[config.mk]
export PLATFORM = sky130hd
export DESIGN_NAME = voice_filter_cutoff_sweep_lfo_flat
export DESIGN_NICKNAME = d
export VERILOG_FILES = /design/src/rtl/vfcs_pkg.sv /design/src/rtl/vfcs_if.sv /design/src/rtl/vfcs_state_mem.sv /design/src/rtl/vfcs_div.sv /design/src/rtl/voice_filter_cutoff_sweep_lfo.sv /design/src/flat_wrapper.sv
export SDC_FILE = /design/constraint.sdc
export NUM_CORES = 1
export LEC_CHECK = 0
export BUFFER_PORTS_ARGS = -buffer_cell sky130_fd_sc_hd__buf_2
export CORE_MARGIN = 2
export CORE_UTILIZATION = 58
export CTS_CLUSTER_DIAMETER = 80
export DETAILED_ROUTE_END_ITERATION = 8
export GPL_TIMING_DRIVEN = 0
export MAX_ROUTING_LAYER = met4
export PLACE_DENSITY = 0.78
export SYNTH_ARGS = -nofsm -noshare
export SYNTH_HDL_FRONTEND = slang
export SYNTH_SLANG_ARGS = --single-unit
[constraint.sdc]
create_clock -name clk -period 5.38 [get_ports clk]
set_input_delay 0.269 -clock clk [delete_from_list [all_inputs] [get_ports clk]]
set_output_delay 0.269 -clock clk [all_outputs]
set_load 0.01 [all_outputs]
[src/rtl/vfcs_pkg.sv]
package vfcs_pkg;

	localparam int VOICES_DEF = 8;

	localparam int VOICE_W    = 3;
	localparam int FREQ_W     = 15;
	localparam int SPEED_W    = 8;
	localparam int RATE_W     = 8;
	localparam int DEPTH_W    = 10;
	localparam int KIND_W     = 2;
	localparam int CUT_W      = 16;
	localparam int TICK_W     = 10;
	localparam int STEP_W     = 4;
	localparam int CFG_IDX_W  = 3;
	localparam int CFG_DATA_W = 15;

	localparam int DIVIDEND_W = 26;
	localparam int DIVISOR_W  = 11;
	localparam int QUOT_W     = 16;

	localparam logic [CUT_W-1:0]     CUTOFF_MAX = 16'd15000;
	localparam logic [17:0]          LFO_SPAN   = 18'd512;
	localparam logic [DIVISOR_W-1:0] DIV_BASE   = 11'd1010;
	localparam logic [KIND_W-1:0]    FK_BYPASS  = 2'd0;

	// floor(depth / 100) for depth below 1024 as (depth * 41) >> 12
	localparam logic [5:0] DEPTH_RECIP = 6'd41;
	localparam int         DEPTH_SHIFT = 12;

	typedef enum logic [CFG_IDX_W-1:0] {
		REG_START_FREQ  = 3'd0,
		REG_TARGET_FREQ = 3'd1,
		REG_SWEEP_SPEED = 3'd2,
		REG_LFO_RATE    = 3'd3,
		REG_LFO_DEPTH   = 3'd4,
		REG_FILTER_KIND = 3'd5
	} reg_idx_t;

	typedef enum logic [2:0] {
		ST_IDLE,
		ST_READ,
		ST_DIV,
		ST_LFO,
		ST_DONE
	} state_t;

	typedef struct packed {
		logic [CUT_W-1:0]  cutoff;
		logic [TICK_W-1:0] ticks;
		logic              falling;
	} voice_state_t;

	typedef struct packed {
		logic busy;
		logic done;
	} div_status_t;

	function automatic logic [STEP_W-1:0] lfo_step(input logic [DEPTH_W-1:0] depth);
		logic [15:0] prod;
		prod = 16'(depth) * 16'(DEPTH_RECIP);
		return prod[15:DEPTH_SHIFT];
	endfunction

	// c * 1000 as (c << 10) - (c << 4) - (c << 3)
	function automatic logic [DIVIDEND_W-1:0] times_1000(input logic [CUT_W-1:0] c);
		logic [DIVIDEND_W-1:0] ce;
		ce = DIVIDEND_W'(c);
		return (ce << 10) - (ce << 4) - (ce << 3);
	endfunction

endpackage

[src/rtl/vfcs_if.sv]
interface vfcs_in_if;
	import vfcs_pkg::*;

	logic               valid;
	logic               ready;
	logic               kind;
	logic [VOICE_W-1:0] voice;
	logic               env_active;

	modport source(output valid, kind, voice, env_active, input ready);
	modport sink(input valid, kind, voice, env_active, output ready);
endinterface

interface vfcs_out_if;
	import vfcs_pkg::*;

	logic               valid;
	logic               ready;
	logic [VOICE_W-1:0] voice_out;
	logic [CUT_W-1:0]   cutoff;
	logic [KIND_W-1:0]  mode_out;
	logic               apply_filter;

	modport source(output valid, voice_out, cutoff, mode_out, apply_filter, input ready);
	modport sink(input valid, voice_out, cutoff, mode_out, apply_filter, output ready);
endinterface

[src/rtl/vfcs_state_mem.sv]
module vfcs_state_mem #(
	parameter int VOICES = vfcs_pkg::VOICES_DEF,
	localparam int AW = (VOICES > 1) ? $clog2(VOICES) : 1
) (
	input  logic                   clk,
	input  logic                   arst_n,
	input  logic                   rd_en,
	input  logic [AW-1:0]          rd_addr,
	output vfcs_pkg::voice_state_t rd_data,
	input  logic                   wr_en,
	input  logic [AW-1:0]          wr_addr,
	input  vfcs_pkg::voice_state_t wr_data
);
	import vfcs_pkg::*;

	voice_state_t mem_q [VOICES];
	logic [VOICES-1:0] valid_q;
	voice_state_t rd_mem_q;
	logic rd_valid_q;

	always_ff @(posedge clk) begin
		if (wr_en) begin
			mem_q[wr_addr] <= wr_data;
		end
		if (rd_en) begin
			rd_mem_q <= mem_q[rd_addr];
		end
	end

	always_ff @(posedge clk or negedge arst_n) begin
		if (!arst_n) begin
			valid_q <= '0;
			rd_valid_q <= 1'b0;
		end else begin
			if (wr_en) begin
				valid_q[wr_addr] <= 1'b1;
			end
			if (rd_en) begin
				rd_valid_q <= valid_q[rd_addr];
			end
		end
	end

	// never written entries read as reset state
	assign rd_data = rd_valid_q ? rd_mem_q : '0;

endmodule

[src/rtl/vfcs_div.sv]
module vfcs_div (
	input  logic                             clk,
	input  logic                             arst_n,
	input  logic                             start,
	input  logic [vfcs_pkg::DIVIDEND_W-1:0]  dividend,
	input  logic [vfcs_pkg::DIVISOR_W-1:0]   divisor,
	output vfcs_pkg::div_status_t            status,
	output logic [vfcs_pkg::QUOT_W-1:0]      quotient
);
	import vfcs_pkg::*;

	localparam int CNT_W = $clog2(QUOT_W + 1);

	logic [DIVISOR_W-1:0] rem_q;
	logic [QUOT_W-1:0]    sh_q;
	logic [DIVISOR_W-1:0] dvs_q;
	logic [CNT_W-1:0]     cnt_q;
	logic                 busy_q;
	logic                 done_q;

	logic [DIVISOR_W+1:0] diff;
	logic                 ge;

	// one quotient bit per cycle, quotient shifts in behind the dividend bits
	assign diff = {1'b0, rem_q, sh_q[QUOT_W-1]} - {2'b00, dvs_q};
	assign ge = !diff[DIVISOR_W+1];

	always_ff @(posedge clk) begin
		if (start) begin
			rem_q <= DIVISOR_W'(dividend[DIVIDEND_W-1:QUOT_W]);
			sh_q <= dividend[QUOT_W-1:0];
			dvs_q <= divisor;
		end else if (busy_q) begin
			rem_q <= ge ? diff[DIVISOR_W-1:0] : {rem_q[DIVISOR_W-2:0], sh_q[QUOT_W-1]};
			sh_q <= {sh_q[QUOT_W-2:0], ge};
		end
	end

	always_ff @(posedge clk or negedge arst_n) begin
		if (!arst_n) begin
			cnt_q <= '0;
			busy_q <= 1'b0;
			done_q <= 1'b0;
		end else if (start) begin
			cnt_q <= CNT_W'(QUOT_W);
			busy_q <= 1'b1;
			done_q <= 1'b0;
		end else if (busy_q) begin
			cnt_q <= cnt_q - CNT_W'(1);
			if (cnt_q == CNT_W'(1)) begin
				busy_q <= 1'b0;
				done_q <= 1'b1;
			end
		end else begin
			done_q <= 1'b0;
		end
	end

	assign status.busy = busy_q;
	assign status.done = done_q;
	assign quotient = sh_q;

endmodule

[src/rtl/voice_filter_cutoff_sweep_lfo.sv]
// Per-voice filter cutoff sweep with a triangle LFO.
// in_ch carries items (kind, voice, env_active): kind 1 presets the voice's
// cutoff from start_freq, kind 0 is a control tick that advances sweep and
// LFO when env_active is set. Every transfer on in_ch yields one transfer on
// out_ch (voice_out, cutoff, mode_out, apply_filter). Voices at or above
// VOICES are not stored and report cutoff 0.
// The configuration port writes one register per cycle on cfg_we; write it
// only while no item is in flight.
// One item is handled at a time. A downward sweep step runs a bit-serial
// divider, one quotient bit per cycle, between the read and LFO steps; other
// advancing ticks go from the read step to the LFO step, and all remaining
// items go straight from the read step to the done step.
// A finished result waits in the output register while out_ch is stalled; the
// next item is still taken and held until the output register frees.
// Reset clears the configuration and all voice state (cutoff, LFO counter and
// direction) at once through per-voice valid bits.
module voice_filter_cutoff_sweep_lfo #(
	parameter int VOICES = vfcs_pkg::VOICES_DEF
) (
	input  logic                            clk,
	input  logic                            arst_n,
	vfcs_in_if.sink                         in_ch,
	vfcs_out_if.source                      out_ch,
	input  logic                            cfg_we,
	input  logic [vfcs_pkg::CFG_IDX_W-1:0]  cfg_index,
	input  logic [vfcs_pkg::CFG_DATA_W-1:0] cfg_data
);
	import vfcs_pkg::*;

	localparam int AW = (VOICES > 1) ? $clog2(VOICES) : 1;
	localparam logic [6:0] VOICES_LIM = 7'(VOICES);

	logic [FREQ_W-1:0]  start_q;
	logic [FREQ_W-1:0]  target_q;
	logic [SPEED_W-1:0] speed_q;
	logic [RATE_W-1:0]  rate_q;
	logic [DEPTH_W-1:0] depth_q;
	logic [KIND_W-1:0]  fkind_q;

	state_t state_q, state_d;

	logic               kind_q;
	logic               env_q;
	logic               in_range_q;
	logic [VOICE_W-1:0] voice_q;
	logic [CUT_W-1:0]   c_q;
	logic [TICK_W-1:0]  ticks_q;
	logic               falling_q;

	logic               out_valid_q;
	logic [VOICE_W-1:0] out_voice_q;
	logic [CUT_W-1:0]   out_cutoff_q;
	logic [KIND_W-1:0]  out_mode_q;
	logic               out_apply_q;

	logic         in_xfer;
	logic         in_range;
	logic         rd_en;
	logic         wr_en;
	logic         out_load;
	logic         out_free;
	logic         div_start;
	voice_state_t rd_data;
	voice_state_t wr_data;
	div_status_t  div_st;
	logic [QUOT_W-1:0] quotient;

	logic              adv;
	logic              down_mode;
	logic              need_div;
	logic [CUT_W:0]    up_sum;
	logic [CUT_W-1:0]  c_sweep;
	logic [CUT_W-1:0]  c_read;

	logic              lfo_on;
	logic [STEP_W-1:0] lfo_s;
	logic [CUT_W:0]    lfo_sum;
	logic [CUT_W-1:0]  c_lfo;
	logic [TICK_W-1:0] t_inc;
	logic [17:0]       t_prod;
	logic              flip;

	// configuration
	always_ff @(posedge clk or negedge arst_n) begin
		if (!arst_n) begin
			start_q <= '0;
			target_q <= '0;
			speed_q <= '0;
			rate_q <= '0;
			depth_q <= '0;
			fkind_q <= '0;
		end else if (cfg_we) begin
			case (cfg_index)
				REG_START_FREQ:  start_q <= cfg_data[FREQ_W-1:0];
				REG_TARGET_FREQ: target_q <= cfg_data[FREQ_W-1:0];
				REG_SWEEP_SPEED: speed_q <= cfg_data[SPEED_W-1:0];
				REG_LFO_RATE:    rate_q <= cfg_data[RATE_W-1:0];
				REG_LFO_DEPTH:   depth_q <= cfg_data[DEPTH_W-1:0];
				REG_FILTER_KIND: fkind_q <= cfg_data[KIND_W-1:0];
				default: ;
			endcase
		end
	end

	assign in_xfer = in_ch.valid && in_ch.ready;
	assign in_range = {4'b0000, in_ch.voice} < VOICES_LIM;
	assign out_free = !out_valid_q || out_ch.ready;

	vfcs_state_mem #(
		.VOICES(VOICES)
	) u_mem (
		.clk(clk),
		.arst_n(arst_n),
		.rd_en(rd_en),
		.rd_addr(AW'(in_ch.voice)),
		.rd_data(rd_data),
		.wr_en(wr_en),
		.wr_addr(AW'(voice_q)),
		.wr_data(wr_data)
	);

	// sweep step on the stored cutoff
	assign adv = !kind_q && env_q && in_range_q;
	assign down_mode = (start_q > target_q) && (speed_q != '0);
	assign need_div = adv && down_mode && (rd_data.cutoff > CUT_W'(target_q));
	assign up_sum = (CUT_W + 1)'(rd_data.cutoff) + (CUT_W + 1)'(speed_q);

	always_comb begin
		c_sweep = rd_data.cutoff;
		if (!down_mode && (speed_q != '0) && (rd_data.cutoff < CUT_W'(target_q))) begin
			c_sweep = (up_sum > (CUT_W + 1)'(CUTOFF_MAX)) ? CUTOFF_MAX : up_sum[CUT_W-1:0];
		end
	end

	always_comb begin
		if (!in_range_q) begin
			c_read = '0;
		end else if (kind_q) begin
			c_read = CUT_W'(start_q);
		end else if (adv) begin
			c_read = c_sweep;
		end else begin
			c_read = rd_data.cutoff;
		end
	end

	vfcs_div u_div (
		.clk(clk),
		.arst_n(arst_n),
		.start(div_start),
		.dividend(times_1000(rd_data.cutoff)),
		.divisor(DIV_BASE + DIVISOR_W'(speed_q)),
		.status(div_st),
		.quotient(quotient)
	);

	// lfo step
	assign lfo_on = (rate_q != '0) && (depth_q != '0);
	assign lfo_s = lfo_step(depth_q);
	assign lfo_sum = (CUT_W + 1)'(c_q) + (CUT_W + 1)'(lfo_s);
	assign t_inc = ticks_q + TICK_W'(1);
	assign t_prod = 18'(t_inc) * 18'(rate_q);
	assign flip = t_prod > LFO_SPAN;

	always_comb begin
		c_lfo = c_q;
		if (falling_q) begin
			if (c_q > CUT_W'(lfo_s)) begin
				c_lfo = c_q - CUT_W'(lfo_s);
			end
		end else if (lfo_sum < (CUT_W + 1)'(CUTOFF_MAX)) begin
			c_lfo = lfo_sum[CUT_W-1:0];
		end
	end

	// control
	always_ff @(posedge clk or negedge arst_n) begin
		if (!arst_n) begin
			state_q <= ST_IDLE;
		end else begin
			state_q <= state_d;
		end
	end

	always_comb begin
		state_d = state_q;
		case (state_q)
			ST_IDLE: begin
				if (in_xfer) begin
					state_d = ST_READ;
				end
			end
			ST_READ: begin
				if (need_div) begin
					state_d = ST_DIV;
				end else if (adv) begin
					state_d = ST_LFO;
				end else begin
					state_d = ST_DONE;
				end
			end
			ST_DIV: begin
				if (div_st.done) begin
					state_d = ST_LFO;
				end
			end
			ST_LFO: state_d = ST_DONE;
			ST_DONE: begin
				if (out_free) begin
					state_d = ST_IDLE;
				end
			end
			default: state_d = ST_IDLE;
		endcase
	end

	always_comb begin
		in_ch.ready = 1'b0;
		rd_en = 1'b0;
		div_start = 1'b0;
		out_load = 1'b0;
		wr_en = 1'b0;
		case (state_q)
			ST_IDLE: begin
				in_ch.ready = 1'b1;
				rd_en = in_ch.valid;
			end
			ST_READ: div_start = need_div;
			ST_DONE: begin
				out_load = out_free;
				wr_en = out_free && in_range_q;
			end
			default: ;
		endcase
	end

	// datapath
	always_ff @(posedge clk) begin
		if (in_xfer) begin
			kind_q <= in_ch.kind;
			env_q <= in_ch.env_active;
			in_range_q <= in_range;
			voice_q <= in_ch.voice;
		end
		case (state_q)
			ST_READ: begin
				c_q <= c_read;
				ticks_q <= rd_data.ticks;
				falling_q <= rd_data.falling;
			end
			ST_DIV: begin
				if (div_st.done) begin
					c_q <= quotient;
				end
			end
			ST_LFO: begin
				if (lfo_on) begin
					c_q <= c_lfo;
					ticks_q <= flip ? '0 : t_inc;
					falling_q <= falling_q ^ flip;
				end
			end
			default: ;
		endcase
	end

	assign wr_data.cutoff = c_q;
	assign wr_data.ticks = ticks_q;
	assign wr_data.falling = falling_q;

	// output register
	always_ff @(posedge clk or negedge arst_n) begin
		if (!arst_n) begin
			out_valid_q <= 1'b0;
		end else if (out_load) begin
			out_valid_q <= 1'b1;
		end else if (out_ch.ready) begin
			out_valid_q <= 1'b0;
		end
	end

	always_ff @(posedge clk) begin
		if (out_load) begin
			out_voice_q <= voice_q;
			out_cutoff_q <= c_q;
			out_mode_q <= fkind_q;
			out_apply_q <= in_range_q && (c_q <= CUTOFF_MAX) && (fkind_q != FK_BYPASS);
		end
	end

	assign out_ch.valid = out_valid_q;
	assign out_ch.voice_out = out_voice_q;
	assign out_ch.cutoff = out_cutoff_q;
	assign out_ch.mode_out = out_mode_q;
	assign out_ch.apply_filter = out_apply_q;

	a_accept_read: assert property (@(posedge clk) disable iff (!arst_n)
		in_xfer |=> state_q == ST_READ)
		else $error("accepted item did not move to the read step");

	a_div_busy: assert property (@(posedge clk) disable iff (!arst_n)
		(state_q == ST_DIV && !div_st.done) |-> div_st.busy)
		else $error("waiting on divider that is not running");

	a_cutoff_bound: assert property (@(posedge clk) disable iff (!arst_n)
		wr_en |-> !wr_data.cutoff[CUT_W-1])
		else $error("stored cutoff above the start frequency range");

	a_apply: assert property (@(posedge clk) disable iff (!arst_n)
		(out_ch.valid && out_ch.apply_filter) |->
			(out_ch.cutoff <= CUTOFF_MAX && out_ch.mode_out != FK_BYPASS))
		else $error("filter update flagged for out of range cutoff or bypass");

endmodule
[src/flat_wrapper.sv]
// flat-port wrapper written by rule: the top's interface ports become plain ports
module voice_filter_cutoff_sweep_lfo_flat import vfcs_pkg::*;
#(
	parameter int VOICES = vfcs_pkg::VOICES_DEF
)
  (clk, arst_n, cfg_we, cfg_index, cfg_data, in_ch_valid, in_ch_kind, in_ch_voice, in_ch_env_active, in_ch_ready, out_ch_valid, out_ch_voice_out, out_ch_cutoff, out_ch_mode_out, out_ch_apply_filter, out_ch_ready);
  vfcs_in_if in_ch_i ();
  vfcs_out_if out_ch_i ();
  input  logic clk;
  input  logic arst_n;
  input  logic cfg_we;
  input  logic [vfcs_pkg::CFG_IDX_W-1:0] cfg_index;
  input  logic [vfcs_pkg::CFG_DATA_W-1:0] cfg_data;
  input wire logic [$bits(in_ch_i.valid)-1:0] in_ch_valid;
  input wire logic [$bits(in_ch_i.kind)-1:0] in_ch_kind;
  input wire logic [$bits(in_ch_i.voice)-1:0] in_ch_voice;
  input wire logic [$bits(in_ch_i.env_active)-1:0] in_ch_env_active;
  output wire logic [$bits(in_ch_i.ready)-1:0] in_ch_ready;
  output wire logic [$bits(out_ch_i.valid)-1:0] out_ch_valid;
  output wire logic [$bits(out_ch_i.voice_out)-1:0] out_ch_voice_out;
  output wire logic [$bits(out_ch_i.cutoff)-1:0] out_ch_cutoff;
  output wire logic [$bits(out_ch_i.mode_out)-1:0] out_ch_mode_out;
  output wire logic [$bits(out_ch_i.apply_filter)-1:0] out_ch_apply_filter;
  input wire logic [$bits(out_ch_i.ready)-1:0] out_ch_ready;
  assign in_ch_i.valid = in_ch_valid;
  assign in_ch_i.kind = in_ch_kind;
  assign in_ch_i.voice = in_ch_voice;
  assign in_ch_i.env_active = in_ch_env_active;
  assign in_ch_ready = in_ch_i.ready;
  assign out_ch_valid = out_ch_i.valid;
  assign out_ch_voice_out = out_ch_i.voice_out;
  assign out_ch_cutoff = out_ch_i.cutoff;
  assign out_ch_mode_out = out_ch_i.mode_out;
  assign out_ch_apply_filter = out_ch_i.apply_filter;
  assign out_ch_i.ready = out_ch_ready;
  voice_filter_cutoff_sweep_lfo #(.VOICES(VOICES)) u_core (.clk(clk), .arst_n(arst_n), .in_ch(in_ch_i), .out_ch(out_ch_i), .cfg_we(cfg_we), .cfg_index(cfg_index), .cfg_data(cfg_data));
endmodule
# --- Word-level counts from Yosys, hierarchy flattened ---
# Memories as Yosys holds them, arrays and structs flattened. A register that Yosys moved wholly into a read port is not among the register bits.
# Cells that the tools add are included.
totals:
  reg_bits: 170
  mem_bits_rw: 216
  in_bits: 28
  mem_count: 1
memory_table:
  columns: ["name", "depth", "word_bits", "rd", "rd_ports_with_merged_regs", "write_ports", "line_no", "rtl"]
  rows:
  - ["u_core.u_mem.mem_q", 8, 27, 1, 1, 1, "vfcs_state_mem.sv:16", "voice_state_t mem_q [VOICES];"]
op_classes:
  addsub: 9
  mul: 2
  magnitude_cmp: 11
  n_eq_ne: 17
  mux: 47
  bitwise: 2
  reduce_logical: 34
ops:
  columns: ["cell", "count"]
  rows:
  - ["16-bit 2-to-1 mux", 11]
  - ["16-bit case mux with 3 select lines", 1]
  - ["10-bit 2-to-1 mux", 4]
  - ["27-bit 2-to-1 mux", 1]
  - ["26-bit by 19-bit subtractor with 26-bit output", 1]
  - ["26-bit by 20-bit subtractor with 26-bit output", 1]
  - ["10-bit case mux with 2 select lines", 1]
  - ["18-bit by 10-bit > comparator with 1-bit output (second input constant)", 1]
  - ["10-bit by 8-bit multiplier with 18-bit output", 1]
  - ["16-bit by 4-bit adder with 17-bit output", 1]
  - ["16-bit by 8-bit adder with 17-bit output", 1]
  - ["17-bit by 14-bit > comparator with 1-bit output (second input constant)", 1]
  - ["17-bit by 14-bit less-than comparator with 1-bit output (second input constant)", 1]
  - ["1-bit 2-to-1 mux", 17]
  - ["16-bit by 15-bit > comparator with 1-bit output", 1]
  - ["16-bit by 4-bit > comparator with 1-bit output", 1]
  - ["16-bit by 14-bit less-or-equal comparator with 1-bit output (second input constant)", 1]
  - ["16-bit by 15-bit less-than comparator with 1-bit output", 1]
  - ["10-bit by 6-bit multiplier with 16-bit output (second input constant)", 1]
  - ["8-bit nonzero test", 2]
  - ["16-bit by 4-bit subtractor with 16-bit output", 1]
  - ["15-bit > comparator", 1]
  - ["3-bit 2-to-1 mux", 5]
  - ["3-bit case mux with 5 select lines", 1]
  - ["31 further kinds", 64]

# --- Longest topological paths before layout ---
# Gate-level depths: netlist (run 1).
depth:
  depth_word: 9
  mapped_depth: 23

# --- Modules after synthesis ---
# A second synthesis (run 1) with hierarchy kept.
hier_totals:
  cells_unflattened: 1938
  hier_area_um2: 24334.6
by_module_without_submodules:
  columns: ["mod", "instances", "cells_per_inst", "area_per_inst_um2", "seq_area_each_um2"]
  rows:
  - ["voice_filter_cutoff_sweep_lfo", 1, 1311, 12218.0, 3173.0]
  - ["vfcs_state_mem", 1, 406, 9525.4, 7522.2]
  - ["vfcs_div", 1, 221, 2591.2, 1306.3]

# --- Worst setup path before layout (run 1) ---
# Ideal clock, no wire load.
synth_timing:
  kind: "register to register"
  from: "register u_core.depth_q[1]"
  to: "register u_core.c_q[0] (enable)"
  setup_ns: 0.375
  arrival_ns: 5.538
  required_time_ns: 5.005
  path_slack_ns: -0.533
  path_stages_with_launch: 24
  path_buffers: 1
  period_less_slack_ns: 5.913
  cell_sequence: "dfrtp_1 > ha_1 > fa_1 > ha_1 > ha_1 > a31o_2 > a21o_1 > a21oi_1 > o21ai_0 > nand2_1 > a21o_1 > mux2_2 > or2_2 > ha_1 > clkbuf_1 > a21oi_1 > o31ai_1 > nand2b_1 > or2_2 > nor2_1 > and3_1 > o21ai_0 > a221oi_1 > o31a_1"
synth_between:
  elab_chain_cells: 5
  word_cells_on_any_way: 10
  classes_between: "add/sub (1); mul (1); order compare (2); eq/ne (3); reduce/logical (3)"
synth_lines:
  columns: ["element", "line_no", "rtl"]
  rows:
  - ["start: declaration", "voice_filter_cutoff_sweep_lfo.sv:37", "logic [DEPTH_W-1:0] depth_q;"]
  - ["start signal: assignment", "voice_filter_cutoff_sweep_lfo.sv:98", "REG_LFO_DEPTH: depth_q <= cfg_data[DEPTH_W-1:0];"]
  - ["10-bit by 6-bit multiplier with 16-bit output", "vfcs_pkg.sv:60", "prod = 16'(depth) * 16'(DEPTH_RECIP);"]
  - ["16-bit by 4-bit adder with 17-bit output", "voice_filter_cutoff_sweep_lfo.sv:160", "assign lfo_sum = (CUT_W + 1)'(c_q) + (CUT_W + 1)'(lfo_s);"]
  - ["17-bit by 14-bit less-than comparator with 1-bit output", "voice_filter_cutoff_sweep_lfo.sv:171", "end else if (lfo_sum < (CUT_W + 1)'(CUTOFF_MAX)) begin"]
  - ["3-bit by 1-bit inequality test with 1-bit output (no source line)", null, null]
  - ["5-bit AND reduction (no source line) *", null, null]
  - ["end signal: assignment", "voice_filter_cutoff_sweep_lfo.sv:247", "c_q <= c_read;"]
  - ["end signal: assignment", "voice_filter_cutoff_sweep_lfo.sv:253", "c_q <= quotient;"]
  - ["end signal: assignment", "voice_filter_cutoff_sweep_lfo.sv:258", "c_q <= c_lfo;"]
  - ["end: declaration", "voice_filter_cutoff_sweep_lfo.sv:46", "logic [CUT_W-1:0] c_q;"]
# Mark *: on every way between the ends. The rest lies on a longest branch, timed or not.
# A chain may end at the register's enable or synchronous reset.

# --- Final worst setup path (run 1) ---
layout_timing:
  from: "register u_core.ticks_q[2]"
  to: "register u_core.ticks_q[4] (data pin)"
layout_between:
  elab_chain_cells: 6
layout_lines:
  columns: ["element", "line_no", "rtl"]
  rows:
  - ["start: declaration", "voice_filter_cutoff_sweep_lfo.sv:47", "logic [TICK_W-1:0] ticks_q;"]
  - ["start signal: assignment", "voice_filter_cutoff_sweep_lfo.sv:248", "ticks_q <= rd_data.ticks;"]
  - ["start signal: assignment", "voice_filter_cutoff_sweep_lfo.sv:259", "ticks_q <= flip ? '0 : t_inc;"]
  - ["10-bit by 1-bit adder with 10-bit output *", "voice_filter_cutoff_sweep_lfo.sv:161", "assign t_inc = ticks_q + TICK_W'(1);"]
  - ["10-bit by 8-bit multiplier with 18-bit output", "voice_filter_cutoff_sweep_lfo.sv:162", "assign t_prod = 18'(t_inc) * 18'(rate_q);"]
  - ["18-bit by 10-bit > comparator with 1-bit output", "voice_filter_cutoff_sweep_lfo.sv:163", "assign flip = t_prod > LFO_SPAN;"]
  - ["10-bit 2-to-1 mux *", "voice_filter_cutoff_sweep_lfo.sv:259", null]
  - ["10-bit 2-to-1 mux *", "voice_filter_cutoff_sweep_lfo.sv:257", "if (lfo_on) begin"]
  - ["10-bit case mux with 2 select lines *", "voice_filter_cutoff_sweep_lfo.sv:245", "case (state_q)"]
# Mark *: on every way between the ends. The rest lies on a longest branch, timed or not. The select of a mux whose other input is x is not followed.

==> flow_summary.json, run 1 <==
{
  "initial_core_util_pct": 58.6,
  "grt_remaining_overflow": 0,
  "avgSynthCellArea_um2": 12.6,
  "synth_nets": 2156,
  "fmax_mhz": 173,
  "detailroute.via_count": 16449,
  "yosysSeqAreaShare_pct": 50.4,
  "setup.worst_path.start": "u_core.ticks_q[2]",
  "grt_pass1_wl_um": 94300,
  "r2r_cells": 22,
  "end_kind": "flop",
  "rows": 74,
  "drt-total-wl_um": 61900,
  "worst_pin_slew_ns": 1.08,
  "h-tree-depth": 2,
  "cts_buffer_depth": 3,
  "worst_setup_path_start_kind": "flop",
  "finalHoldViolCount": 0,
  "cts_buffers": 43,
  "grt.total_usage_pct": 30.6,
  "place_hpwl_um": 43500,
  "yosys_warnings": 0,
  "rsz0062_at_grt": "true",
  "numClockSinks": 413,
  "synth_cells": 1894,
  "netlist-cell-type-count": 80,
  "hold_class": "primary input to flop",
  "boundaryPins": 52,
  "netlist_top_cells_area": "edfxtp_1, ha_1, dfrtp_1",
  "netlist_area_um2": 23800,
  "cts_tree": "built",
  "first_global_vias": 16161,
  "skew_ns": 0.0303,
  "die_h_um": 207,
  "grt_antenna_before_repair": 0,
  "drv_slew": 0,
  "violations": "negative setup slack",
  "worstSetupPathType": "flop to flop",
  "clock-root-buffer": "clkbuf_16",
  "rr_startpoint": "u_core.ticks_q[2]",
  "synth_top_cell_area_share_pct": 42.1,
  "post-synth-top-area-cell": "edfxtp_1",
  "hp-start": "cfg_data[7]",
  "syn_to_final_growth_pct": 16.9,
  "drc": 0,
  "finalCritPeriodShare_pct": 107,
  "relSlewSlack_pct": 27.6,
  "layout-drive-gt1-share_pct": 21.6,
  "coreArea_um2": 40600,
  "totalNegativeSetupSlack_ns": -4.26,
  "nNetsFinal": 2333,
  "final.setup.worst_slack_ns": -0.391,
  "setup_viol_count_final": 27,
  "hold_depth": 2,
  "clkTransAtPathRegs_ns": 0.06,
  "antenna_cells": 0,
  "mostFrequentLayoutCell": "edfxtp_1",
  "ant_nets": 0,
  "die-width_um": 207,
  "crit_fanout": 8,
  "drt-initial-drc-count": 1517,
  "port_buffers": 51,
  "fin_crit_ns": 5.77,
  "critPathArrivalTime_ns": 6.21,
  "status": "finished with violations",
  "synth-main-ff-cell": "edfxtp_1",
  "gp_congestion": 0.933,
  "synth_edf_count": 334,
  "synth-seq-cells": 413,
  "via_per_inst": 6.24,
  "first_pass_iters": 7,
  "maxCapViolations": 0,
  "clock_latency_ns": 0.60,
  "wire_per_inst_um": 23.5,
  "dieArea_um2": 42700,
  "cp_data_required_time_ns": 5.82,
  "fillers": 2726,
  "utilization_pct": 68.5,
  "grt_max_degree": 70,
  "synthArstFlopShare_pct": 18.9,
  "mostFrequentLayoutCells": "edfxtp_1, ha_1, inv_1, nand2_1, o21ai_0"
}
## critical path: stages (launching register included)
cell and delay [ns]:
edfxtp_1 0.46, and3_4 0.26, and3_4 0.23, nand3_4 0.11
xor2_4 0.37, nor2b_2 0.09, fa_1 0.53, fa_1 0.43
fa_1 0.49, inv_1 0.05, fa_1 0.50, inv_2 0.05
ha_4 0.29, nand3_2 0.09, nor2_1 0.11, o31a_1 0.22
nor2_1 0.08, xnor2_1 0.13, a211oi_1 0.25, and4_4 0.31
nand4_1 0.20, buf_6 0.24, o21ai_1 0.14
## kinds of logic after synthesis
kind of cell,after synthesis,synth area share [%]
and+or+nand+nor,489,10.6
DFF,413,50.4
AOI/OAI and AO/OA,317,8.74
adders and majority gates,234,14.3
buffers and inverters,212,3.38
muxes,150,9.63
xor gates and xnor gates,79,2.91
## final cells by class
cell class | instances | area [um2] | share of cell area, %
multi-input cells | 1269 | 11800 | 42.5
clock inverters | 29 | 304 | 1.09
clock buffers | 50 | 1100 | 3.96
plain buffers | 66 | 280 | 1.01
flip-flops and latches | 413 | 12000 | 43.1
well taps | 532 | 666 | 2.39
inverters | 145 | 544 | 1.96
repair buffers | 133 | 1100 | 3.96
## synth_stat cells (all sizes together) (5+ instances only)
library cell,count
a21oi,73
nor2,79
fa,65
mux2i,21
or3,8
inv,145
o21bai,6
dfrtp,78
o211ai,8
nor2b,66
nor4,12
o21ai,101
o22ai,5
nand2b,36
nand2,133
xnor2,43
buf,13
mux2,73
edfxtp,334
mux4,56
a211oi,10
a31oi,10
clkbuf,54
a221oi,8
xor2,36
and3,8
a21boi,7
and2,24
o21a,7
nand4,11
nand3,38
nor3,28
o31a,8
or2,11
ha,169
o221ai,9
a21o,24
nor3b,13
nor4b,6
## per-layer routing
metal  vias to the layer above  wire length (um)  GRT usage, %
met5                         -                 0             -
met4                         0              1990          9.39
met3                       143              5550          5.70
met2                       780             28900          46.9
met1                      8195             25500          42.0
li1                       7331                 -             -
## sequential cells by signal, summed over array words and instances (netlist names), 2 cells and up
register                 count
u_core.state_q               3
u_core.u_div.rem_q          11
u_core.speed_q               8
u_core.depth_q              10
u_core.u_div.cnt_q           5
u_core.rate_q                8
u_core.u_div.dvs_q          11
u_core.u_mem.mem_q         216
u_core.u_div.quotient       16
u_core.u_mem.valid_q         8
u_core.out_ch.voice_out      3
u_core.target_q             15
u_core.u_mem.rd_mem_q       27
u_core.out_ch.mode_out       2
u_core.start_q              15
u_core.ticks_q              10
u_core.out_ch.cutoff        16
u_core.fkind_q               2
u_core.voice_q               3
u_core.c_q                  16
## through the flow
stage	instance area [um2]	std cells	hold slack (ns)	worst slack, ns
global placement	25100	2477	0.446	-1.01
global route	27800	2637	0.0201	-0.547
detailed placement	25400	2491	0.135	-1.04
floorplan	24200	1894	-0.0266	0.0112
CTS	27500	2627	0.0219	-0.230
finish	27800	2637	0.0370	-0.391
## path summary, 6_finish.rpt
check	to	slack, ns
worst min-delay path	u_core.rate_q[7]	0.04
max in group asynchronous	u_core.start_q[1]	4.67
min in group asynchronous	u_core.u_mem.valid_q[7]	0.06
worst max register to register	u_core.ticks_q[4]	-0.39
worst min register to register	u_core.u_mem.valid_q[7]	0.48
worst max-delay path	u_core.ticks_q[4]	-0.39
## what timing repair did
item / in CTS / in global routing
hold buffers: 14 / 0
resized for setup: 42 / 64
cloned: 1 / 1
setup buffers: 43 / 9
pin swaps: 24 / 35
setup endpoints to repair: 64 / 40
hold endpoints to repair: 100 / 0
Power of run 1 is not shown: default switching activity piles up to over one toggle a cycle in this logic, so the estimate is an artifact.
==> run 2, diff against run 1 <==
--- a/config.mk
+++ b/config.mk
@@ -7,12 +7,13 @@
 export LEC_CHECK = 0
 export BUFFER_PORTS_ARGS = -buffer_cell sky130_fd_sc_hd__buf_2
 export CORE_MARGIN = 2
-export CORE_UTILIZATION = 58
+export CORE_UTILIZATION = 65
+export CTS_BUF_LIST = sky130_fd_sc_hd__clkbuf_4 sky130_fd_sc_hd__clkbuf_8
 export CTS_CLUSTER_DIAMETER = 80
 export DETAILED_ROUTE_END_ITERATION = 8
 export GPL_TIMING_DRIVEN = 0
 export MAX_ROUTING_LAYER = met4
-export PLACE_DENSITY = 0.78
+export PLACE_DENSITY = 0.82
 export SYNTH_ARGS = -nofsm -noshare
 export SYNTH_HDL_FRONTEND = slang
 export SYNTH_SLANG_ARGS = --single-unit
==> constraint.sdc (replaced) <==
create_clock -name clk -period 5.8 [get_ports clk]
set_input_delay 0.29 -clock clk [delete_from_list [all_inputs] [get_ports clk]]
set_output_delay 0.29 -clock clk [all_outputs]
set_load 0.01 [all_outputs]
==> flow_summary.json, run 2 (synthesis gave the netlist of run 1 again) <==
{
  "hold_class": "primary input to asynchronous set/reset pin",
  "fin_crit_ns": 5.86,
  "placed_area_um2": 25000,
  "clock-root-buffer": "clkbuf_8",
  "violations": "negative setup slack",
  "rr_startpoint": "u_core.ticks_q[0]",
  "grt_max_degree": 70,
  "relSlewSlack_pct": 31.5,
  "dieArea_um2": 38200,
  "cp_slowest_cell": "fa_1",
  "die_h_um": 195,
  "setup.worst_path.start": "u_core.ticks_q[0]",
  "end_kind": "flop",
  "detailroute.via_count": 16621,
  "finalCritPeriodShare_pct": 101,
  "gp_congestion": 0.942,
  "cts_tree": "built",
  "largest_register_ffs": 216,
  "cts_buffer_depth": 3,
  "final.setup.worst_slack_ns": -0.0637,
  "worstSetupPathType": "flop to flop",
  "numClockSinks": 413,
  "first_global_vias": 16846,
  "die-width_um": 195,
  "first_pass_iters": 8,
  "grt_pass1_wl_um": 93800,
  "clkTransAtPathRegs_ns": 0.06,
  "worst_setup_path_start_kind": "flop",
  "cts_buffers": 69,
  "via_per_inst": 6.33,
  "wire_per_inst_um": 23.1,
  "boundaryPins": 52,
  "utilization_pct": 75.9,
  "totalNegativeSetupSlack_ns": -0.437,
  "rsz0062_at_grt": "true",
  "grt_remaining_overflow": 0,
  "worst_pin_slew_ns": 1.02,
  "crit_fanout": 5,
  "setup_viol_count_final": 11,
  "cp_data_required_time_ns": 6.29,
  "grt.total_usage_pct": 33.5,
  "ant_nets": 0,
  "final_area_um2": 27600,
  "maxCapViolations": 0,
  "regMostFlops": "u_core.u_mem.mem_q",
  "r2r_cells": 23,
  "drt-initial-drc-count": 1630,
  "rows": 70,
  "drc": 0,
  "mostFrequentLayoutCell": "edfxtp_1",
  "status": "finished with violations",
  "mostFrequentLayoutCells": "edfxtp_1, ha_1, inv_1, nand2_1, o21ai_0",
  "grt_antenna_before_repair": 0,
  "crit_chain": "ha_4, buf_6, nand3_4, xor2_4, nand2b_4, fa_1, fa_1, inv_1, fa_1, inv_2, fa_1, inv_2, ha_4, o21a_1, o31a_1, o31a_1, o41ai_4, nand2_1, o211ai_1, and4_4, nand4_1, buf_6, o21ai_2",
  "syn_to_final_growth_pct": 15.9,
  "skew_ns": 0.0329,
  "nNetsFinal": 2364,
  "port_buffers": 51,
  "critPathArrivalTime_ns": 6.35,
  "finalHoldViolCount": 0,
  "fmax_mhz": 171,
  "layout-drive-gt1-share_pct": 21.3,
  "coreArea_um2": 36300,
  "place_hpwl_um": 41800,
  "largest_registers": "u_core.u_mem.mem_q (216), u_core.u_mem.rd_mem_q (27)",
  "crit_top_cell": "fa_1",
  "h-tree-depth": 3,
  "initial_core_util_pct": 65.5,
  "max_stage_delay_ns": 0.53,
  "drt-total-wl_um": 60800,
  "r2r_end": "u_core.ticks_q[8]",
  "rrSetupSlack_ns": -0.06,
  "drv_slew": 0,
  "clock_latency_ns": 0.65
}
run 2: repair_timing:
action / in CTS / in global routing
endpoints found under the setup margin: 56 / 59
hold buffers: 22 / 0
gates resized for setup: 57 / 59
cloned: 1 / 1
pin swaps: 18 / 38
hold endpoints to repair: 110 / 0
setup buffers: 31 / 19
run 2: worst max path at each step:
stage	to	slack [ns]	depth (start not counted)
2_1_floorplan	u_core.falling_q	0.02	21
3_3_place_gp	u_core.ticks_q[2]	-1.13	21
3_5_place_dp	u_core.ticks_q[9]	-1.28	21
4_1_cts	u_core.ticks_q[6]	0.0002	22
5_1_grt	u_core.ticks_q[6]	-0.27	24
6_report	u_core.ticks_q[8]	-0.06	23
run 2: stage by stage:
step                      worst slack (ns)  cells  hold WS (ns)
after floorplan                     0.0151   1894      -0.00559
after global placement               -1.13   2413         0.446
after detailed placement             -1.28   2427         0.152
after CTS                         0.000164   2606        0.0100
after global routing                -0.268   2625        0.0317
final                              -0.0637   2626        0.0301
run 2: layout make-up:
| cell class | count | area, um2 |
|---|---|---|
| clock buffers | 94 | 1170 |
| well taps | 468 | 586 |
| diodes | 1 | 2.50 |
| inverters | 145 | 544 |
| plain buffers | 65 | 264 |
| repair buffers | 139 | 1220 |
| fillers | 2171 | 8760 |
| flip-flops and latches | 413 | 12000 |
| clock inverters | 32 | 199 |
| multi-input cells | 1269 | 11600 |
run 2: critical path: cells and delay by family (launching register included):
kind	cells	cell delay, ns
adder cells (fa/ha/maj)	6	2.42
AO/OA/AOI/OAI	6	1.17
AND/OR/NAND/NOR	5	0.86
buffers and inverters	5	0.52
flip-flops	1	0.50
XOR/XNOR	1	0.23
run 2: metal layers:
metal	routed length, um	track usage [%]	share of wire (%)	vias to the layer above
met3	5490	5.30	9.0	169
met4	2040	11.8	3.3	0
met1	24400	45.6	40	8223
li1	-	-	-	7393
met2	28900	52.0	48	836
met5	0	-	0	-
Power of run 2 is left out for the same reason.
